==> config.mk <==
export PLATFORM = sky130hd
export DESIGN_NAME = pick_place_arm_sequencer
export DESIGN_NICKNAME = d
export VERILOG_FILES = /design/src/sv/ppas_pkg.sv /design/src/sv/pick_place_arm_sequencer.sv
export SDC_FILE = /design/constraint.sdc
export NUM_CORES = 1
export LEC_CHECK = 0
export BUFFER_PORTS_ARGS = -buffer_cell sky130_fd_sc_hd__buf_4
export CELL_PAD_IN_SITES_DETAIL_PLACEMENT = 1
export CELL_PAD_IN_SITES_GLOBAL_PLACEMENT = 1
export CORE_MARGIN = 5
export CORE_UTILIZATION = 41
export DETAILED_ROUTE_END_ITERATION = 6
export MAX_ROUTING_LAYER = met4
export PLACE_DENSITY = 0.76
export SYNTH_ARGS = -nofsm -noshare
export SYNTH_HDL_FRONTEND = slang
export SYNTH_SLANG_ARGS = --single-unit
==> constraint.sdc <==
create_clock -name i_clk -period 5 [get_ports i_clk]
set_clock_uncertainty 0.2 [all_clocks]
set_input_delay 0.75 -clock i_clk [delete_from_list [all_inputs] [get_ports i_clk]]
set_output_delay 0.75 -clock i_clk [all_outputs]
set_load 0.01 [all_outputs]
==> src/sv/ppas_pkg.sv <==
package ppas_pkg;

    // Event codes carried in the operation field.
    localparam logic [2:0] OP_TICK        = 3'd0;
    localparam logic [2:0] OP_START       = 3'd1;
    localparam logic [2:0] OP_CONTINUE    = 3'd2;
    localparam logic [2:0] OP_ABORT       = 3'd3;
    localparam logic [2:0] OP_ROTATE_OUT  = 3'd4;
    localparam logic [2:0] OP_ROTATE_BACK = 3'd5;
    localparam logic [2:0] OP_PUMP_TOGGLE = 3'd6;

    // Catch height codes.
    localparam logic [1:0] LEVEL_LOW     = 2'd0;
    localparam logic [1:0] LEVEL_MID     = 2'd1;
    localparam logic [1:0] LEVEL_HIGH    = 2'd2;
    localparam logic [1:0] LEVEL_INVALID = 2'd3;

    // Dwell register indexes on the configuration port.
    localparam logic [2:0] CFG_WAIT_ROTATE       = 3'd0;
    localparam logic [2:0] CFG_WAIT_HEIGHT       = 3'd1;
    localparam logic [2:0] CFG_WAIT_PUSH         = 3'd2;
    localparam logic [2:0] CFG_WAIT_BACK         = 3'd3;
    localparam logic [2:0] CFG_WAIT_TURN_RELEASE = 3'd4;
    localparam logic [2:0] CFG_WAIT_TURN_TOTAL   = 3'd5;
    localparam logic [2:0] CFG_WAIT_DROP         = 3'd6;
    localparam logic [2:0] CFG_WAIT_HOME         = 3'd7;

    localparam int CFG_IDX_W = 3;
    localparam int CFG_W     = 16;

    // Dwell reset values in milliseconds.
    localparam logic [CFG_W-1:0] WAIT_DEFAULT_MS      = 16'd500;
    localparam logic [CFG_W-1:0] WAIT_TURN_RELEASE_MS = 16'd800;
    localparam logic [CFG_W-1:0] WAIT_TURN_TOTAL_MS   = 16'd2000;
    localparam logic [CFG_W-1:0] WAIT_HOME_MS         = 16'd2000;

    // Setpoints in whole degrees.
    localparam logic signed [15:0] DEG_LOW       = -16'sd1300;
    localparam logic signed [15:0] DEG_MID       = -16'sd707;
    localparam logic signed [15:0] DEG_HIGH      = 16'sd0;
    localparam logic signed [15:0] DEG_RELEASE_H = -16'sd150;
    localparam logic signed [15:0] DEG_ROT_OUT   = -16'sd300;
    localparam logic signed [15:0] DEG_ROT_REL   = 16'sd60;
    localparam logic signed [15:0] DEG_PUSH      = 16'sd80;
    localparam logic signed [15:0] DEG_RETRACT   = 16'sd20;
    localparam logic signed [15:0] DEG_ZERO      = 16'sd0;

    typedef struct packed {
        logic [2:0]  operation;
        logic [31:0] now_ms;
        logic [1:0]  level;
    } t_in_item;

    typedef struct packed {
        logic               accepted;
        logic               busy_res;
        logic [3:0]         step_code;
        logic               rotate_enable;
        logic signed [15:0] rotate_ref;
        logic               height_enable;
        logic signed [15:0] height_ref;
        logic               catch_enable;
        logic signed [15:0] catch_ref;
        logic               valve_open;
        logic               pump_on;
    } t_out_item;

endpackage

==> src/sv/pick_place_arm_sequencer.sv <==
// Pick-and-place arm sequencer.
// Input channel (i_in_valid / o_in_ready / i_in) carries one event per transfer:
// a tick, start with a catch level, continue, abort, rotate out, rotate back or
// pump toggle, each stamped with a millisecond time. Every event produces exactly
// one result on the output channel (o_out_valid / i_out_ready / o_out) holding
// the actuator commands, the step code, busy and whether a start was taken.
// The result is registered: the sequencer state and the result register load at
// the edge that takes the event. Throughput is one event per cycle while the
// receiver takes results; the only work per event is one 32-bit elapsed-time
// subtract and two compares against the dwells of the current step. The result
// register frees in the same cycle it is taken. When the receiver stalls, the
// pending result holds and o_in_ready drops until it is taken. The user must write
// dwell registers through i_cfg_we / i_cfg_index / i_cfg_data only while no event
// is in flight; the block does not enforce it. Reset returns the step to idle,
// loads the default dwells and clears the commands (rotation loop enabled at zero).
module pick_place_arm_sequencer (
    input  logic                       i_clk,
    input  logic                       i_rst_n,
    input  logic                       i_in_valid,
    output logic                       o_in_ready,
    input  ppas_pkg::t_in_item         i_in,
    output logic                       o_out_valid,
    input  logic                       i_out_ready,
    output ppas_pkg::t_out_item        o_out,
    input  logic                       i_cfg_we,
    input  logic [ppas_pkg::CFG_IDX_W-1:0] i_cfg_index,
    input  logic [ppas_pkg::CFG_W-1:0] i_cfg_data
);
    import ppas_pkg::*;

    typedef enum logic [3:0] {
        ST_IDLE    = 4'd0,
        ST_ROTATE  = 4'd1,
        ST_HEIGHT  = 4'd2,
        ST_PUSH    = 4'd3,
        ST_RETRACT = 4'd4,
        ST_HBACK   = 4'd5,
        ST_TURN    = 4'd6,
        ST_RELEASE = 4'd7,
        ST_HOME    = 4'd8
    } t_step;

    // Dwell registers.
    logic [CFG_W-1:0] r_wait_rotate, r_wait_height, r_wait_push, r_wait_back;
    logic [CFG_W-1:0] r_wait_turn_release, r_wait_turn_total, r_wait_drop, r_wait_home;

    // Sequencer state and latched commands.
    t_step              r_step, n_step;
    logic [31:0]        r_start, n_start;
    logic [1:0]         r_level, n_level;
    logic               r_cont, n_cont;
    logic               r_rot_out, n_rot_out;
    logic               r_toggle, n_toggle;
    logic               r_rot_en, n_rot_en;
    logic signed [15:0] r_rot_ref, n_rot_ref;
    logic               r_hgt_en, n_hgt_en;
    logic signed [15:0] r_hgt_ref, n_hgt_ref;
    logic               r_cat_en, n_cat_en;
    logic signed [15:0] r_cat_ref, n_cat_ref;
    logic               r_valve, n_valve;
    logic               r_relay, n_relay;
    logic               n_accepted;

    // Result register.
    logic      r_out_valid;
    t_out_item r_out;

    logic             in_fire;
    logic [31:0]      elapsed_ms;
    logic [CFG_W-1:0] wait_sel;
    logic             el_main;
    logic             el_total;

    assign o_in_ready  = !r_out_valid || i_out_ready;
    assign in_fire     = i_in_valid && o_in_ready;
    assign o_out_valid = r_out_valid;
    assign o_out       = r_out;

    // Time in the current step, modulo 2^32, against the dwell of that step.
    assign elapsed_ms = i_in.now_ms - r_start;

    always_comb begin
        unique case (r_step)
            ST_ROTATE:           wait_sel = r_wait_rotate;
            ST_HEIGHT:           wait_sel = r_wait_height;
            ST_PUSH:             wait_sel = r_wait_push;
            ST_RETRACT, ST_HBACK: wait_sel = r_wait_back;
            ST_TURN:             wait_sel = r_wait_turn_release;
            ST_RELEASE:          wait_sel = r_wait_drop;
            ST_HOME:             wait_sel = r_wait_home;
            default:             wait_sel = '0;
        endcase
    end

    assign el_main  = elapsed_ms >= {16'd0, wait_sel};
    assign el_total = elapsed_ms >= {16'd0, r_wait_turn_total};

    // Next state and commands for the event at the input.
    always_comb begin
        n_step     = r_step;
        n_start    = r_start;
        n_level    = r_level;
        n_cont     = r_cont;
        n_rot_out  = r_rot_out;
        n_toggle   = r_toggle;
        n_rot_en   = r_rot_en;
        n_rot_ref  = r_rot_ref;
        n_hgt_en   = r_hgt_en;
        n_hgt_ref  = r_hgt_ref;
        n_cat_en   = r_cat_en;
        n_cat_ref  = r_cat_ref;
        n_valve    = r_valve;
        n_relay    = r_relay;
        n_accepted = 1'b0;

        unique case (i_in.operation)
            OP_TICK: begin
                unique case (r_step)
                    ST_IDLE: begin
                        n_cat_en  = 1'b1;
                        n_cat_ref = DEG_ZERO;
                    end
                    ST_ROTATE: begin
                        n_rot_en  = 1'b1;
                        n_rot_ref = DEG_ROT_OUT;
                        // Already rotated out skips the dwell.
                        if (r_rot_out || el_main) begin
                            n_step  = ST_HEIGHT;
                            n_start = i_in.now_ms;
                        end
                    end
                    ST_HEIGHT: begin
                        n_hgt_en = 1'b1;
                        n_valve  = 1'b0;
                        n_relay  = 1'b1;
                        unique case (r_level)
                            LEVEL_LOW:  n_hgt_ref = DEG_LOW;
                            LEVEL_MID:  n_hgt_ref = DEG_MID;
                            LEVEL_HIGH: n_hgt_ref = DEG_HIGH;
                            default:    n_hgt_ref = r_hgt_ref;
                        endcase
                        if (el_main) begin
                            n_step  = ST_PUSH;
                            n_start = i_in.now_ms;
                        end
                    end
                    ST_PUSH: begin
                        n_cat_en  = 1'b1;
                        n_cat_ref = DEG_PUSH;
                        if (el_main) begin
                            n_step  = ST_RETRACT;
                            n_start = i_in.now_ms;
                            n_cont  = 1'b0;
                        end
                    end
                    ST_RETRACT: begin
                        n_cat_en  = 1'b1;
                        n_cat_ref = DEG_RETRACT;
                        if (el_main) begin
                            n_step  = ST_HBACK;
                            n_start = i_in.now_ms;
                        end
                    end
                    ST_HBACK: begin
                        n_hgt_en  = 1'b1;
                        n_hgt_ref = DEG_HIGH;
                        if (el_main && r_cont) begin
                            n_cont  = 1'b0;
                            n_step  = ST_TURN;
                            n_start = i_in.now_ms;
                        end
                    end
                    ST_TURN: begin
                        n_rot_en  = 1'b1;
                        n_rot_ref = DEG_ROT_REL;
                        if (el_main) begin
                            n_hgt_en  = 1'b1;
                            n_hgt_ref = DEG_RELEASE_H;
                            if (el_total) begin
                                n_step  = ST_RELEASE;
                                n_start = i_in.now_ms;
                            end
                        end
                    end
                    ST_RELEASE: begin
                        n_cat_en  = 1'b1;
                        n_cat_ref = DEG_RETRACT;
                        n_valve   = 1'b1;
                        n_relay   = 1'b0;
                        // The home step keeps the release entry time.
                        if (el_main) begin
                            n_step = ST_HOME;
                        end
                    end
                    ST_HOME: begin
                        n_cat_en  = 1'b1;
                        n_cat_ref = DEG_ZERO;
                        n_rot_en  = 1'b1;
                        n_rot_ref = DEG_ROT_OUT;
                        n_rot_out = 1'b1;
                        n_hgt_en  = 1'b1;
                        n_hgt_ref = DEG_ZERO;
                        if (el_main) begin
                            n_step  = ST_IDLE;
                            n_start = i_in.now_ms;
                        end
                    end
                    default: begin
                        n_step = r_step;
                    end
                endcase
            end
            OP_START: begin
                if (r_step == ST_IDLE && i_in.level != LEVEL_INVALID) begin
                    n_level    = i_in.level;
                    n_cont     = 1'b0;
                    n_step     = ST_ROTATE;
                    n_start    = i_in.now_ms;
                    n_accepted = 1'b1;
                end
            end
            OP_CONTINUE: begin
                if (r_step == ST_HBACK) begin
                    n_cont = 1'b1;
                end
            end
            OP_ABORT: begin
                // Setpoints, valve, pump and entry time are left as they are.
                if (r_step != ST_IDLE) begin
                    n_cat_en = 1'b0;
                    n_rot_en = 1'b0;
                    n_hgt_en = 1'b0;
                    n_step   = ST_IDLE;
                end
            end
            OP_ROTATE_OUT: begin
                if (!r_rot_out) begin
                    n_rot_en  = 1'b1;
                    n_rot_ref = DEG_ROT_OUT;
                    n_rot_out = 1'b1;
                end
            end
            OP_ROTATE_BACK: begin
                if (r_rot_out) begin
                    n_rot_en  = 1'b1;
                    n_rot_ref = DEG_ZERO;
                    n_rot_out = 1'b0;
                end
            end
            OP_PUMP_TOGGLE: begin
                n_toggle = !r_toggle;
                n_valve  = r_toggle;
                n_relay  = !r_toggle;
            end
            default: begin
                n_accepted = 1'b0;
            end
        endcase
    end

    // Dwell register writes.
    always_ff @(posedge i_clk) begin
        if (!i_rst_n) begin
            r_wait_rotate       <= WAIT_DEFAULT_MS;
            r_wait_height       <= WAIT_DEFAULT_MS;
            r_wait_push         <= WAIT_DEFAULT_MS;
            r_wait_back         <= WAIT_DEFAULT_MS;
            r_wait_turn_release <= WAIT_TURN_RELEASE_MS;
            r_wait_turn_total   <= WAIT_TURN_TOTAL_MS;
            r_wait_drop         <= WAIT_DEFAULT_MS;
            r_wait_home         <= WAIT_HOME_MS;
        end else if (i_cfg_we) begin
            unique case (i_cfg_index)
                CFG_WAIT_ROTATE:       r_wait_rotate       <= i_cfg_data;
                CFG_WAIT_HEIGHT:       r_wait_height       <= i_cfg_data;
                CFG_WAIT_PUSH:         r_wait_push         <= i_cfg_data;
                CFG_WAIT_BACK:         r_wait_back         <= i_cfg_data;
                CFG_WAIT_TURN_RELEASE: r_wait_turn_release <= i_cfg_data;
                CFG_WAIT_TURN_TOTAL:   r_wait_turn_total   <= i_cfg_data;
                CFG_WAIT_DROP:         r_wait_drop         <= i_cfg_data;
                CFG_WAIT_HOME:         r_wait_home         <= i_cfg_data;
                default:               r_wait_home         <= r_wait_home;
            endcase
        end
    end

    // Sequencer state and latched commands advance on each input transfer.
    always_ff @(posedge i_clk) begin
        if (!i_rst_n) begin
            r_step    <= ST_IDLE;
            r_start   <= '0;
            r_level   <= LEVEL_HIGH;
            r_cont    <= 1'b0;
            r_rot_out <= 1'b0;
            r_toggle  <= 1'b0;
            r_rot_en  <= 1'b1;
            r_rot_ref <= DEG_ZERO;
            r_hgt_en  <= 1'b0;
            r_hgt_ref <= DEG_ZERO;
            r_cat_en  <= 1'b0;
            r_cat_ref <= DEG_ZERO;
            r_valve   <= 1'b0;
            r_relay   <= 1'b0;
        end else if (in_fire) begin
            r_step    <= n_step;
            r_start   <= n_start;
            r_level   <= n_level;
            r_cont    <= n_cont;
            r_rot_out <= n_rot_out;
            r_toggle  <= n_toggle;
            r_rot_en  <= n_rot_en;
            r_rot_ref <= n_rot_ref;
            r_hgt_en  <= n_hgt_en;
            r_hgt_ref <= n_hgt_ref;
            r_cat_en  <= n_cat_en;
            r_cat_ref <= n_cat_ref;
            r_valve   <= n_valve;
            r_relay   <= n_relay;
        end
    end

    // Result register valid flag.
    always_ff @(posedge i_clk) begin
        if (!i_rst_n) begin
            r_out_valid <= 1'b0;
        end else if (in_fire) begin
            r_out_valid <= 1'b1;
        end else if (i_out_ready) begin
            r_out_valid <= 1'b0;
        end
    end

    // Result payload.
    always_ff @(posedge i_clk) begin
        if (in_fire) begin
            r_out.accepted      <= n_accepted;
            r_out.busy_res      <= (n_step != ST_IDLE);
            r_out.step_code     <= n_step;
            r_out.rotate_enable <= n_rot_en;
            r_out.rotate_ref    <= n_rot_ref;
            r_out.height_enable <= n_hgt_en;
            r_out.height_ref    <= n_hgt_ref;
            r_out.catch_enable  <= n_cat_en;
            r_out.catch_ref     <= n_cat_ref;
            r_out.valve_open    <= n_valve;
            r_out.pump_on       <= n_relay;
        end
    end

    // Every taken event leaves a result behind.
    a_result_follows: assert property (@(posedge i_clk) disable iff (!i_rst_n)
        in_fire |=> r_out_valid)
        else $error("no result after an input transfer");

    // Busy in the result agrees with the reported step.
    a_busy_matches_step: assert property (@(posedge i_clk) disable iff (!i_rst_n)
        r_out_valid |-> (r_out.busy_res == (r_out.step_code != ST_IDLE)))
        else $error("busy disagrees with step code");

    // A taken start always lands in the rotate step.
    a_start_enters_rotate: assert property (@(posedge i_clk) disable iff (!i_rst_n)
        (r_out_valid && r_out.accepted) |-> (r_out.step_code == ST_ROTATE))
        else $error("accepted start not in rotate step");

    // A start with an invalid level is never taken.
    a_invalid_level_rejected: assert property (@(posedge i_clk) disable iff (!i_rst_n)
        (in_fire && i_in.operation == OP_START && i_in.level == LEVEL_INVALID)
        |=> !r_out.accepted)
        else $error("start with invalid level was taken");

endmodule
# --- Yosys cells after proc, flatten, opt, wreduce, memory -nomap -nowiden ---
# Index checks and enable logic that the tools add are counted.
classes:
  addsub: 1
  order_cmp: 2
  eq_ne: 35
  muxes: 59
  n_reduce_logical: 39
ops:
  columns: ["op", "count"]
  rows:
  - ["32-bit 2-to-1 mux", 6]
  - ["16-bit one-hot mux with 3 select lines", 4]
  - ["32-bit one-hot mux with 4 select lines", 1]
  - ["16-bit one-hot mux with 7 select lines", 1]
  - ["16-bit 2-to-1 mux", 5]
  - ["32-bit by 16-bit >= comparator with 1-bit output", 2]
  - ["32-bit one-hot mux with 2 select lines", 1]
  - ["4-bit 2-to-1 mux", 11]
  - ["16-bit one-hot mux with 2 select lines", 1]
  - ["4-bit one-hot mux with 8 select lines", 1]
  - ["32-bit subtractor", 1]
  - ["3-bit == test (second input constant)", 7]
  - ["3-bit inequality test (second input constant)", 6]
  - ["2-bit AND reduction", 9]
  - ["4-bit by 3-bit == test with 1-bit output (second input constant)", 4]
  - ["1-bit 2-to-1 mux", 16]
  - ["1-bit one-hot mux with 2 select lines", 8]
  - ["3-bit by 2-bit == test with 1-bit output (second input constant)", 4]
  - ["4-bit one-hot mux with 3 select lines", 1]
  - ["2-bit OR reduction", 5]
  - ["9-bit AND reduction", 1]
  - ["4-bit by 2-bit == test with 1-bit output (second input constant)", 2]
  - ["2-bit inequality test (second input constant)", 4]
  - ["4-bit nonzero test", 2]
  - ["22 further kinds", 33]
word_totals:
  ff_bits: 282
  in_bits: 61
  output_inout_bits: 61
  elab_cells: 170

# --- Depth between registers and ports, before layout ---
# Gate-level depths: netlist of the first run.
logic_depth:
  depth_word: 9
  depth_mapped: 23
  depth_no_buf: 23

# --- Worst setup path before layout of the first run ---
# OpenSTA, ideal clock, no wires.
synth_path:
  path_kind: "input-to-reg"
  startpoint: "input i_in[2] (netlist bit)"
  endpoint: "register r_start[10]"
  setup_ps: 72
  arrival_ps: 4869
  required_time_ps: 4728
  slack_ps: -140
  path_stages: 21
  n_path_buf: 1
  cell_sequence: "inv_1 -> ha_1 -> inv_1 -> fa_1 -> a21o_2 -> a221o_1 -> a21oi_1 -> nor2b_1 -> o21ai_0 -> nand2b_1 -> a21oi_1 -> xnor2_1 -> ha_1 -> nand4_1 -> or2_2 -> o31a_2 -> o41ai_1 -> nor2_1 -> a211oi_4 -> buf_8 -> mux2i_1"
synth_via:
  elab_chain_len: 5
  word_cells_on_any_way: 11
  cone_classes: "1 x add/sub; 2 x order compare; 5 x eq/ne; 3 x reduce/logical"
synth_rtl:
  columns: ["item", "line_no", "rtl"]
  rows:
  - ["start, declared", "pick_place_arm_sequencer.sv:21", "input ppas_pkg::t_in_item i_in,"]
  - ["32-bit subtractor (*)", "pick_place_arm_sequencer.sv:80", "assign elapsed_ms = i_in.now_ms - r_start;"]
  - ["32-bit by 16-bit >= comparator with 1-bit output", "pick_place_arm_sequencer.sv:95", "assign el_main = elapsed_ms >= {16'd0, wait_sel};"]
  - ["1-bit logical AND or 1-bit logical OR (tied branches)", "pick_place_arm_sequencer.sv:167, pick_place_arm_sequencer.sv:127", null]
  - ["3-bit inequality test (no line)", null, null]
  - ["9-bit AND reduction (no line) (*)", null, null]
  - ["end signal, assigned", "pick_place_arm_sequencer.sv:306", "r_start <= n_start;"]
  - ["end, declared", "pick_place_arm_sequencer.sv:49", "logic [31:0] r_start, n_start;"]
# Every way passes the cells marked *; elsewhere a longest branch is shown, timed or not.
# A chain may end at the register's enable or synchronous reset.

# --- Final worst setup path of the first run ---
layout_path:
  startpoint: "register r_start[0]"
  endpoint: "register r_start[18]"
layout_via:
  elab_chain_len: 5
  word_cells_on_any_way: 11
  cone_classes: "1 x add/sub; 2 x order compare; 5 x eq/ne; 3 x reduce/logical"
layout_rtl:
  columns: ["item", "line_no"]
  rows:
  - ["32-bit subtractor (*)", "pick_place_arm_sequencer.sv:80"]
  - ["32-bit by 16-bit >= comparator with 1-bit output", "pick_place_arm_sequencer.sv:95"]
  - ["1-bit logical AND or 1-bit logical OR (tied branches)", "pick_place_arm_sequencer.sv:167, pick_place_arm_sequencer.sv:127"]
  - ["3-bit inequality test (no line)", null]
  - ["9-bit AND reduction (no line) (*)", null]
# Marked as above.

==> flow_summary_export.csv, run 1 <==
group,metric,value,unit
grt,grt_max_degree,76,
detailed_routing,drcViolationCount,0,
floorplanning,die_w,200.5,µm
clock_tree,cts_buffers,30,
detailed_routing,wl_per_cell,19.49,µm
timing,max_freq,210.1,MHz
yosys,syn_avg_cell_area,8.362,µm²
grt,grt_overflow,0,
placed_design,hpwl,32.73,mm
grt,grt_pass1_wl,74.41,mm
floorplanning,start_util,0.4172,
yosys,syn_inst,1779,
power_and_ir_drop,p_seq_frac,0.426,
clock_tree,clk_latency,0.59,ns
worst_setup_path,arrival,5.07,ns
layout,final_cell_area,17580,µm²
grt,track_usage,0.2270,
timing,period_share,0.9520,
yosys,ys_seq_area_frac,0.4192,
detailed_routing,ant_nets,0,
timing,worst_slew_pin_slew,1.291,ns
placed_design,routabilityCongestion,0.8668,
power_and_ir_drop,combPwrFrac,0.171,
hold_path,hold_class,"input pin to register",
outcome,outcome,"complete, no violations",
worst_setup_path,critPathCaptureType,"register",
grt,grt_pass1_vias,13891,
clock_tree,htreeDepth,1,
yosys,yosysTopAreaCell,"dfxtp_1",
worst_setup_path,worst_setup_path_start_kind,"register",
yosys,synth_edf_count,59,
grt,antenna_found_initial,1,
yosys,synth_area,14880,µm²
yosys,ys.flop_type,"dfxtp_1",
detailed_routing,drt_iter0_drc,595,
worst_setup_path,crit_path_start,"r_start[0]$_SDFFE_PN0P_",
worst_setup_path,worstPathRequired,5.31,ns
worst_setup_path,worst-setup-path-type,"register to register",
power_and_ir_drop,p_int,4128,µW
clock_tree,hold_buffers,0,
clock_tree,clock-root-buffer,"clkbuf_16",
clock_tree,clockBufferDepth,3,
floorplanning,die_area,40190,µm²
worst_setup_path,timing.rr.start,"r_start[0]$_SDFFE_PN0P_",
yosys,synth_cell_types,83,
floorplanning,core,35660,µm²
clock_tree,tritoncts,"done",
placed_design,placed_cell_area,16430,µm²
layout,drive_gt1_frac,0.1668,
floorplanning,die_h,200.5,µm
yosys,synth_top_area_share,0.3001,
placed_design,io_buffers,121,
worst_setup_path,r2r_setup_slack,0.24,ns
power_and_ir_drop,p_sw_frac,0.2803,
yosys,synth_commonest_cells,"nand2_1, dfxtp_1, a21oi_1",
timing,slew_viol_final,0,
detailed_routing,vias,13362,
yosys,syn-num-nets,1904,
detailed_routing,via_per_inst,5.584,
power_and_ir_drop,ir_drop,0.2626,mV
timing,min_period,4.760,ns
clock_tree,clock_sinks,282,
clock_tree,cts.reportedPaths.clkPinSlew,0.07,ns
layout,syn_to_final_growth,18.19,%
timing,hold_viol_final,0,
layout,n_fill_cell,4295,
detailed_routing,wl,46.64,mm
worst_setup_path,crit_end,"r_start[18]$_SDFFE_PN0P_",
power_and_ir_drop,clkPwrFrac,0.404,
detailed_routing,first_pass_iters,5,
power_and_ir_drop,switchingPower,1608,µW
timing,tns,0,ns
timing,finalSetupViolations,0,
flow_run,maxCapViolations,0,
timing,slew_headroom,0.1328,
yosys,yosysMostFrequentCell,"nand2_1",
worst_setup_path,reg2reg_depth,19,
yosys,ys.warnings.count,0,
layout,nets,2031,
power_and_ir_drop,p_leak,0.007052,µW
floorplanning,io_pins,122,
yosys,synthArstFlopShare,0,
layout,fin_util,0.4931,
yosys,ys_seq_elements,282,
worst_setup_path,path_max_fanout,8,
power_and_ir_drop,pwr_density_cell,326.3,nW/µm²
yosys,synth_area_leaders,"dfxtp_1, edfxtp_1, nand2_1, a21oi_1, ha_1",
worst_setup_path,r2r_end,"r_start[18]$_SDFFE_PN0P_",
floorplanning,rows,69,
-- power by group through the flow --
stage	sequential [µW]	clock [µW]	combinational (µW)
floorplan	2500	0	598
global placement	2490	0	920
detailed placement	2490	0	949
CTS	2440	2370	958
global route	2450	2460	1080
finish	2440	2320	979
-- worst min path at each step --
stage,start,endpoint,slack [ns],cells after the start
after floorplan,r_rot_ref[0]$_SDFFE_PN0P_,r_rot_ref[0]$_SDFFE_PN0P_,0.20,2
after global placement,r_rot_ref[8]$_SDFFE_PN0P_,r_rot_ref[8]$_SDFFE_PN0P_,0.21,2
after detailed placement,r_rot_ref[1]$_SDFFE_PN0P_,r_rot_ref[1]$_SDFFE_PN0P_,0.22,2
after CTS,i_in[1],r_level[1]$_SDFFE_PN1P_,0.16,3
after global routing,i_in[1],r_level[1]$_SDFFE_PN1P_,0.18,3
final,i_in[1],r_level[1]$_SDFFE_PN1P_,0.18,3
-- kinds of logic (layout without fill, tap and decap cells) --
| logic type | count (synthesis) | in the layout | share of synthesized area |
|---|---|---|---|
| xor+xnor | 24 | 24 | 0.01413 |
| compound gates | 429 | 429 | 0.1853 |
| mux | 76 | 76 | 0.05249 |
| other cells | 0 | 2 | 0 |
| flops | 282 | 282 | 0.4192 |
| fa+ha+maj | 64 | 64 | 0.05434 |
| simple gates | 712 | 712 | 0.2120 |
| buf+inv | 192 | 343 | 0.06258 |
-- final cells by class --
| type | instances | area [µm²] | share of cell area |
|---|---|---|---|
| antenna | 2 | 5.005 | 0.0002847 |
| clock buffer | 41 | 832.0 | 0.04732 |
| clock inverter | 15 | 188.9 | 0.01075 |
| inverter | 73 | 276.5 | 0.01573 |
| multi-input combinational | 1305 | 7774 | 0.4421 |
| sequential | 282 | 6238 | 0.3548 |
| tap | 461 | 576.8 | 0.03281 |
| timing repair buffer | 214 | 1690 | 0.09614 |
-- registers in the layout (all words and copies together), names as in the netlist, 2 cells and up --
register / flops
r_wait_drop: 16
r_wait_back: 16
r_wait_turn_total: 16
o_out: 59
r_wait_turn_release: 16
r_wait_rotate: 16
r_cat_ref: 16
r_start: 32
r_wait_height: 16
r_hgt_ref: 16
r_wait_push: 16
r_wait_home: 16
r_rot_ref: 16
r_step: 4
r_level: 2
-- placed cells by master (no fill, tap or decap), types with 7 or more instances in the layout --
master     Yosys  routed
xnor2_1       13      12
mux2_2        16      16
nand2b_1      16      16
clkbuf_1      75       7
nand2_1      416     416
a221oi_1      20      20
o21a_1        20      20
nand4_1       21      21
clkbuf_16      0      32
a22o_1        16      16
a211oi_1      13      12
nor2_1        89      86
nor2b_1       10      10
a21o_1        38      38
a31oi_1       10      10
o211ai_1      16      16
mux2i_1       60      59
a21oi_1      165     163
buf_4          2     206
ha_1          63      62
o21ai_0       77      76
edfxtp_1      59      59
or2_2          8       7
dfxtp_1      223     221
and2_1        33      33
xor2_1        11      11
nor3_1        29      29
nand3_1       55      55
inv_1         73      71
-- layer usage --
metal	GRT usage	share of wire	vias up
li1	-	-	6449
met1	0.2790	0.44	6615
met2	0.3973	0.50	236
met3	0.03409	0.041	62
met4	0.04990	0.020	0
met5	-	0	-
-- timing repair --
action | in CTS | in global routing
resized for setup | 0 | 12
buffers inserted | 0 | 2
setup endpoints to repair | 0 | 33
-- metrics by stage --
| stage | instances | power [µW] | worst slack (ns) | hold slack (ns) |
|---|---|---|---|---|
| after global placement | 2330 | 3407 | -0.3904 | 0.2128 |
| after detailed placement | 2330 | 3440 | -0.5187 | 0.2217 |
| final | 2393 | 5736 | 0.2400 | 0.1796 |
| after global routing | 2392 | 5986 | -0.002204 | 0.1806 |
| after CTS | 2386 | 5767 | 0.05626 | 0.1550 |
| after floorplan | 1779 | 3096 | 0.01001 | 0.2037 |
-- critical path: stages (launching register included) --
cell and delay (ns):
dfxtp_2 0.33, ha_2 0.17, inv_1 0.06, fa_2 0.34, a21o_2 0.21, a221o_1 0.37, buf_4 0.17, a221o_1 0.33
xor2_1 0.18, ha_1 0.30, nand4_1 0.10, or2_2 0.32, o31a_4 0.36, or2_4 0.26, o41ai_4 0.06, nor2_2 0.08
a211oi_4 0.28, buf_6 0.17, buf_12 0.16, mux2i_2 0.23
Power figures use the tool's default switching activity.
==> run 2, diff against run 1 <==
CORE_UTILIZATION = 43   (was 41)
CTS_BUF_LIST = sky130_fd_sc_hd__clkbuf_8   (was not set)
PLACE_DENSITY = 0.79   (was 0.76)
==> flow_summary_export.csv, run 2 (synthesis gave the netlist of run 1 again) <==
group,metric,value,unit
timing,period_share,0.9553,
timing,finalSetupViolations,0,
placed_design,hpwl,32.77,mm
hold_path,hold_class,"input pin to register",
floorplanning,start_util,0.4328,
clock_tree,htreeDepth,2,
floorplanning,die_w,196.0,µm
placed_design,io_buffers,121,
floorplanning,io_pins,122,
worst_setup_path,critPathCaptureType,"register",
grt,grt_pass1_wl,74.81,mm
grt,antenna_found_initial,0,
grt,grt_max_degree,72,
layout,drive_gt1_frac,0.1736,
clock_tree,clock_sinks,282,
clock_tree,cts_buffers,49,
layout,final_cell_mix,"nand2_1, dfxtp_1, buf_4, a21oi_1, inv_1",
power_and_ir_drop,totalPowerFinal,5555,µW
floorplanning,rows,68,
worst_setup_path,worst-setup-path-type,"register to register",
grt,busiest_layer,"met2",
clock_tree,clockBufferDepth,3,
detailed_routing,ant_nets,0,
worst_setup_path,worst_setup_path_start_kind,"register",
power_and_ir_drop,ir_drop,0.1799,mV
grt,grt_util_met3,0.04225,
layout,n_fill_cell,4148,
layout,mostFrequentLayoutCell,"nand2_1",
floorplanning,core,34370,µm²
detailed_routing,via_per_inst,5.557,
clock_tree,cts.reportedPaths.clkPinSlew,0.06,ns
grt,grt_overflow,0,
timing,worst_slew_pin_slew,1.064,ns
detailed_routing,wl_per_cell,19.29,µm
layout,seqCellArea,6238,µm²
worst_setup_path,path_max_fanout,8,
detailed_routing,wl,46.58,mm
worst_setup_path,arrival,5.14,ns
placed_design,placed_cell_area,16370,µm²
layout,final_cell_area,17490,µm²
layout,multi_input_area,7779,µm²
detailed_routing,drt_iter0_drc,681,
clock_tree,clock-root-buffer,"clkbuf_8",
grt,grt_util_met1,0.2987,
detailed_routing,drcViolationCount,0,
floorplanning,die_h,196.0,µm
timing,slew_headroom,0.2902,
grt,grt_pass1_vias,14101,
flow_run,maxCapViolations,0,
timing,min_period,4.777,ns
grt,met2_usage,0.4141,
floorplanning,die_area,38410,µm²
worst_setup_path,worstPathRequired,5.36,ns
clock_tree,clk_latency,0.63,ns
grt,track_usage,0.2441,
timing,max_freq,209.4,MHz
layout,syn_to_final_growth,17.55,%
outcome,outcome,"complete, no violations",
detailed_routing,first_pass_iters,5,
placed_design,routabilityCongestion,0.8711,
layout,nets,2044,
layout,largest_reg_flops,59,
power_and_ir_drop,pwr_density_cell,317.7,nW/µm²
layout,diodes,0,
timing,hold_viol_final,0,
timing,slew_viol_final,0,
power_and_ir_drop,p_leak,0.007099,µW
clock_tree,tritoncts,"done",
detailed_routing,vias,13414,
run 2: changes by cell type in the layout (fill, tap and decap cells not counted), moves of 2 or more:
cell | before | now
clkinv_4 | 2 | 0
clkbuf_16 | 32 | 2
clkbuf_1 | 7 | 0
buf_4 | 206 | 201
nor2_2 | 4 | 6
inv_1 | 71 | 91
clkinv_2 | 6 | 10
nor2_1 | 86 | 84
diode_2 | 2 | 0
clkbuf_8 | 4 | 55
run 2: per-layer routing:
| metal | wire length (µm) | part of all wire | vias to the layer above |
|---|---|---|---|
| met4 | 1332 | 0.029 | 0 |
| li1 | - | - | 6483 |
| met1 | 20320 | 0.44 | 6563 |
| met2 | 22830 | 0.49 | 265 |
| met3 | 2092 | 0.045 | 103 |
| met5 | 0 | 0 | - |
run 2: final timing paths:
path,startpoint,endpoint,slack [ns],cells past startpoint
min,i_in[2],r_start[0]$_SDFFE_PN0P_,0.18,3
max,r_start[0]$_SDFFE_PN0P_,r_start[3]$_SDFFE_PN0P_,0.22,19
min reg2reg,r_rot_ref[0]$_SDFFE_PN0P_,r_rot_ref[0]$_SDFFE_PN0P_,0.24,2
max reg2reg,r_start[0]$_SDFFE_PN0P_,r_start[3]$_SDFFE_PN0P_,0.22,19
run 2: per-stage QoR:
step | cells | setup slack, ns | hold WS (ns) | utilization | setup TNS, ns
3_3_place_gp | 2317 | -0.3030 | 0.2122 | 0.4764 | -9.658
3_5_place_dp | 2317 | -0.4386 | 0.2222 | 0.4764 | -14.10
6_report | 2414 | 0.2235 | 0.1770 | 0.5087 | 0
4_1_cts | 2408 | 0.08777 | 0.1449 | 0.5050 | 0
2_1_floorplan | 1779 | 0.01001 | 0.2037 | - | 0
5_1_grt | 2414 | -0.008321 | 0.1627 | 0.5087 | -0.008321
run 2: final cells by class:
type | instances | share of cell area
clock inverter | 36 | 0.01288
tap | 455 | 0.03256
inverter | 73 | 0.01581
sequential | 282 | 0.3568
clock buffer | 55 | 0.04329
multi-input combinational | 1305 | 0.4448
timing repair buffer | 208 | 0.09387
run 2: timing repair:
action                                 in CTS  in global routing
setup endpoints to repair                   0                 36
endpoints found under the hold margin       0                  0
buffers inserted                            0                  4
hold buffers                                0                  0
gates resized for setup                     0                 12
run 2: worst max-delay path: stages (launching register included):
cell	delay, ns
dfxtp_2	0.33
ha_2	0.17
inv_1	0.05
fa_2	0.34
a21o_2	0.21
a221o_1	0.34
buf_4	0.17
a221o_1	0.33
xor2_1	0.18
ha_1	0.29
nand4_1	0.10
or2_2	0.32
o31a_4	0.37
or2_4	0.27
o41ai_4	0.06
nor2_2	0.09
a211oi_4	0.35
buf_6	0.18
buf_12	0.14
mux2i_1	0.20
run 2: report_power, final:
group / internal (µW) / switching (µW)
combinational: 397 / 582
clock: 1120 / 1010
sequential: 2410 / 38.7
total: 3930 / 1630
==> run 3, diff against run 2 <==
CORE_UTILIZATION = 51   (was 43)
PLACE_DENSITY = 0.88   (was 0.79)
clock period = 6.21 ns   (was 5 ns; I/O delays follow)
==> flow_summary_export.csv, run 3 (synthesis gave the netlist of run 1 again) <==
group,metric,value,unit
clock_tree,tritoncts,"done",
floorplanning,start_util,0.5169,
timing,rsz0062_at_grt,"no",
detailed_routing,vias,13478,
floorplanning,io_pins,122,
detailed_routing,wl_met3,2.208,mm
floorplanning,core,28780,µm²
grt,antenna_found_initial,0,
worst_setup_path,arrival,5.61,ns
worst_setup_path,crit_end,"r_start[28]$_SDFFE_PN0P_",
detailed_routing,drt_iter0_drc,919,
timing,tns,0,ns
worst_setup_path,cp_top_family,"compound AO/OA/AOI/OAI gates",
flow_run,maxCapViolations,0,
clock_tree,cts.reportedPaths.clkPinSlew,0.06,ns
detailed_routing,ant_nets,0,
grt,track_usage,0.2820,
clock_tree,hold_buffers,0,
worst_setup_path,crit_path_start,"i_in[2]",
power_and_ir_drop,ir_drop,0.1633,mV
grt,grt_overflow,0,
clock_tree,cts_setup_buffers,0,
timing,max_freq,188.0,MHz
floorplanning,rows,62,
worst_setup_path,worst_setup_path_start_kind,"input pin",
grt,grt_max_degree,75,
timing,slew_headroom,0.2104,
clock_tree,htreeDepth,2,
worst_setup_path,timing.rr.start,"r_step[1]$_SDFFE_PN0P_",
floorplanning,die_h,180.8,µm
worst_setup_path,reg2reg_depth,14,
detailed_routing,wl_per_cell,20.19,µm
floorplanning,die_area,32680,µm²
placed_design,hpwl,32.08,mm
layout,largest_reg_flops,59,
grt,grt_pass1_wl,74.57,mm
clock_tree,clock_sinks,282,
floorplanning,die_w,180.8,µm
placed_design,io_buffers,121,
worst_setup_path,path_buf_inv,4,
worst_setup_path,critPathSlowestCell,"o41ai_1",
layout,final_cell_mix,"nand2_1, dfxtp_1, a21oi_1, buf_4, nor2_1",
power_and_ir_drop,p_leak,0.006749,µW
worst_setup_path,path_cells,"buf_4 > inv_1 > ha_1 > inv_1 > fa_1 > a21o_2 > a221o_1 > a21oi_1 > nor2b_1 > o21ai_0 > nand2b_1 > a21oi_1 > xnor2_1 > ha_1 > nand4_1 > or2_2 > o31a_2 > o41ai_1 > nor2_1 > a211oi_4 > buf_12 > mux2i_1",
layout,diodes,0,
timing,slew_viol_final,0,
timing,worst_slew_pin_slew,1.182,ns
worst_setup_path,r2r_end,"r_start[28]$_SDFFE_PN0P_",
detailed_routing,wl,46.01,mm
outcome,outcome,"complete, no violations",
layout,final_cells,2279,
detailed_routing,highest_layer,"met4",
detailed_routing,route.met2.wl,23.24,mm
detailed_routing,first_pass_iters,5,
detailed_routing,via_per_inst,5.914,
worst_setup_path,worstPathRequired,6.50,ns
clock_tree,cts_buffers,48,
layout,final_cell_area,16760,µm²
timing,min_period,5.319,ns
layout,syn_to_final_growth,12.65,%
worst_setup_path,cpPeakStageDelay,0.49,ns
placed_design,routabilityCongestion,0.9000,
clock_tree,post_cts_resized,0,
hold_path,hold_class,"register to register",
layout,mostFrequentLayoutCell,"nand2_1",
placed_design,dp.cells,2189,
detailed_routing,wl_met1,19.22,mm
layout,fin_util,0.5823,
timing,hold_viol_final,0,
layout,nets,1980,
detailed_routing,drcViolationCount,0,
power_and_ir_drop,totalPowerFinal,4341,µW
clock_tree,clockBufferDepth,3,
grt,grt_pass1_vias,14142,
worst_setup_path,r2r_setup_slack,0.99,ns
placed_design,placed_cell_area,15810,µm²
power_and_ir_drop,pwr_density_cell,259.1,nW/µm²
clock_tree,clock-root-buffer,"clkbuf_8",
worst_setup_path,critPathCaptureType,"register",
timing,finalSetupViolations,0,
clock_tree,clk_latency,0.59,ns
worst_setup_path,worst-path-stages,22,
worst_setup_path,worst-setup-path-type,"input pin to register",
layout,drive_gt1_frac,0.1409,
worst_setup_path,path_max_fanout,32,
timing,period_share,0.8566,
run 3: changes by cell type in the layout (fill, tap and decap cells not counted), sizes merged:
| cell | before | now |
|---|---|---|
| buf | 206 | 145 |
| clkinv | 12 | 17 |
| inv | 93 | 89 |
| bufinv | 2 | 0 |
| clkinvlp | 2 | 0 |
run 3: through the flow:
stage	hold WS (ns)	setup WS, ns
after floorplan	0.2037	0.8884
after global placement	0.2118	0.5211
after detailed placement	0.2179	0.3130
after CTS	0.2428	0.8786
after global routing	0.2574	0.5457
final	0.2395	0.8906
run 3: power breakdown:
group / internal, µW / leakage [µW] / switching, µW
registers: 1940 / 0.00240 / 40.3
clock network: 847 / 0.000559 / 799
logic: 273 / 0.00379 / 445
total: 3060 / 0.00675 / 1280
run 3: worst register-to-register path, cell delays in order (launching register included):
cell and delay, ns:
dfxtp_1 0.79, or2_2 0.25, nor2_1 0.09, and2_1 0.37, buf_4 0.27, a221oi_1 0.66, ha_1 0.24, nand4_1 0.11
or2_2 0.31, o31a_2 0.35, o41ai_1 0.49, nor2_1 0.14, a211oi_4 0.30, buf_12 0.29, mux2i_1 0.27
run 3: metal layers:
metal | track usage | vias up
met3 | 0.04042 | 110
met2 | 0.4906 | 393
met1 | 0.3376 | 6629
met4 | 0.09135 | 0
li1 | - | 6346
met5 | - | -
run 3: how the worst min path moves through the flow:
| stage | endpoint | cells past startpoint | start |
|---|---|---|---|
| after floorplan | r_rot_ref[0]$_SDFFE_PN0P_ | 2 | r_rot_ref[0]$_SDFFE_PN0P_ |
| after global placement | r_rot_ref[0]$_SDFFE_PN0P_ | 2 | r_rot_ref[0]$_SDFFE_PN0P_ |
| after detailed placement | r_rot_ref[1]$_SDFFE_PN0P_ | 2 | r_rot_ref[1]$_SDFFE_PN0P_ |
| after CTS | r_rot_ref[1]$_SDFFE_PN0P_ | 2 | r_rot_ref[1]$_SDFFE_PN0P_ |
| after global routing | r_rot_ref[1]$_SDFFE_PN0P_ | 2 | r_rot_ref[1]$_SDFFE_PN0P_ |
| final | r_rot_ref[1]$_SDFFE_PN0P_ | 2 | r_rot_ref[1]$_SDFFE_PN0P_ |
run 3: final cells by class:
cell class / count / area [µm²]
fill: 3475 / 12020
sequential: 282 / 6237
tap: 384 / 480.5
timing repair buffer: 145 / 1101
multi-input combinational: 1305 / 7714
clock inverter: 33 / 163.9
clock buffer: 57 / 784.5
inverter: 73 / 276.5
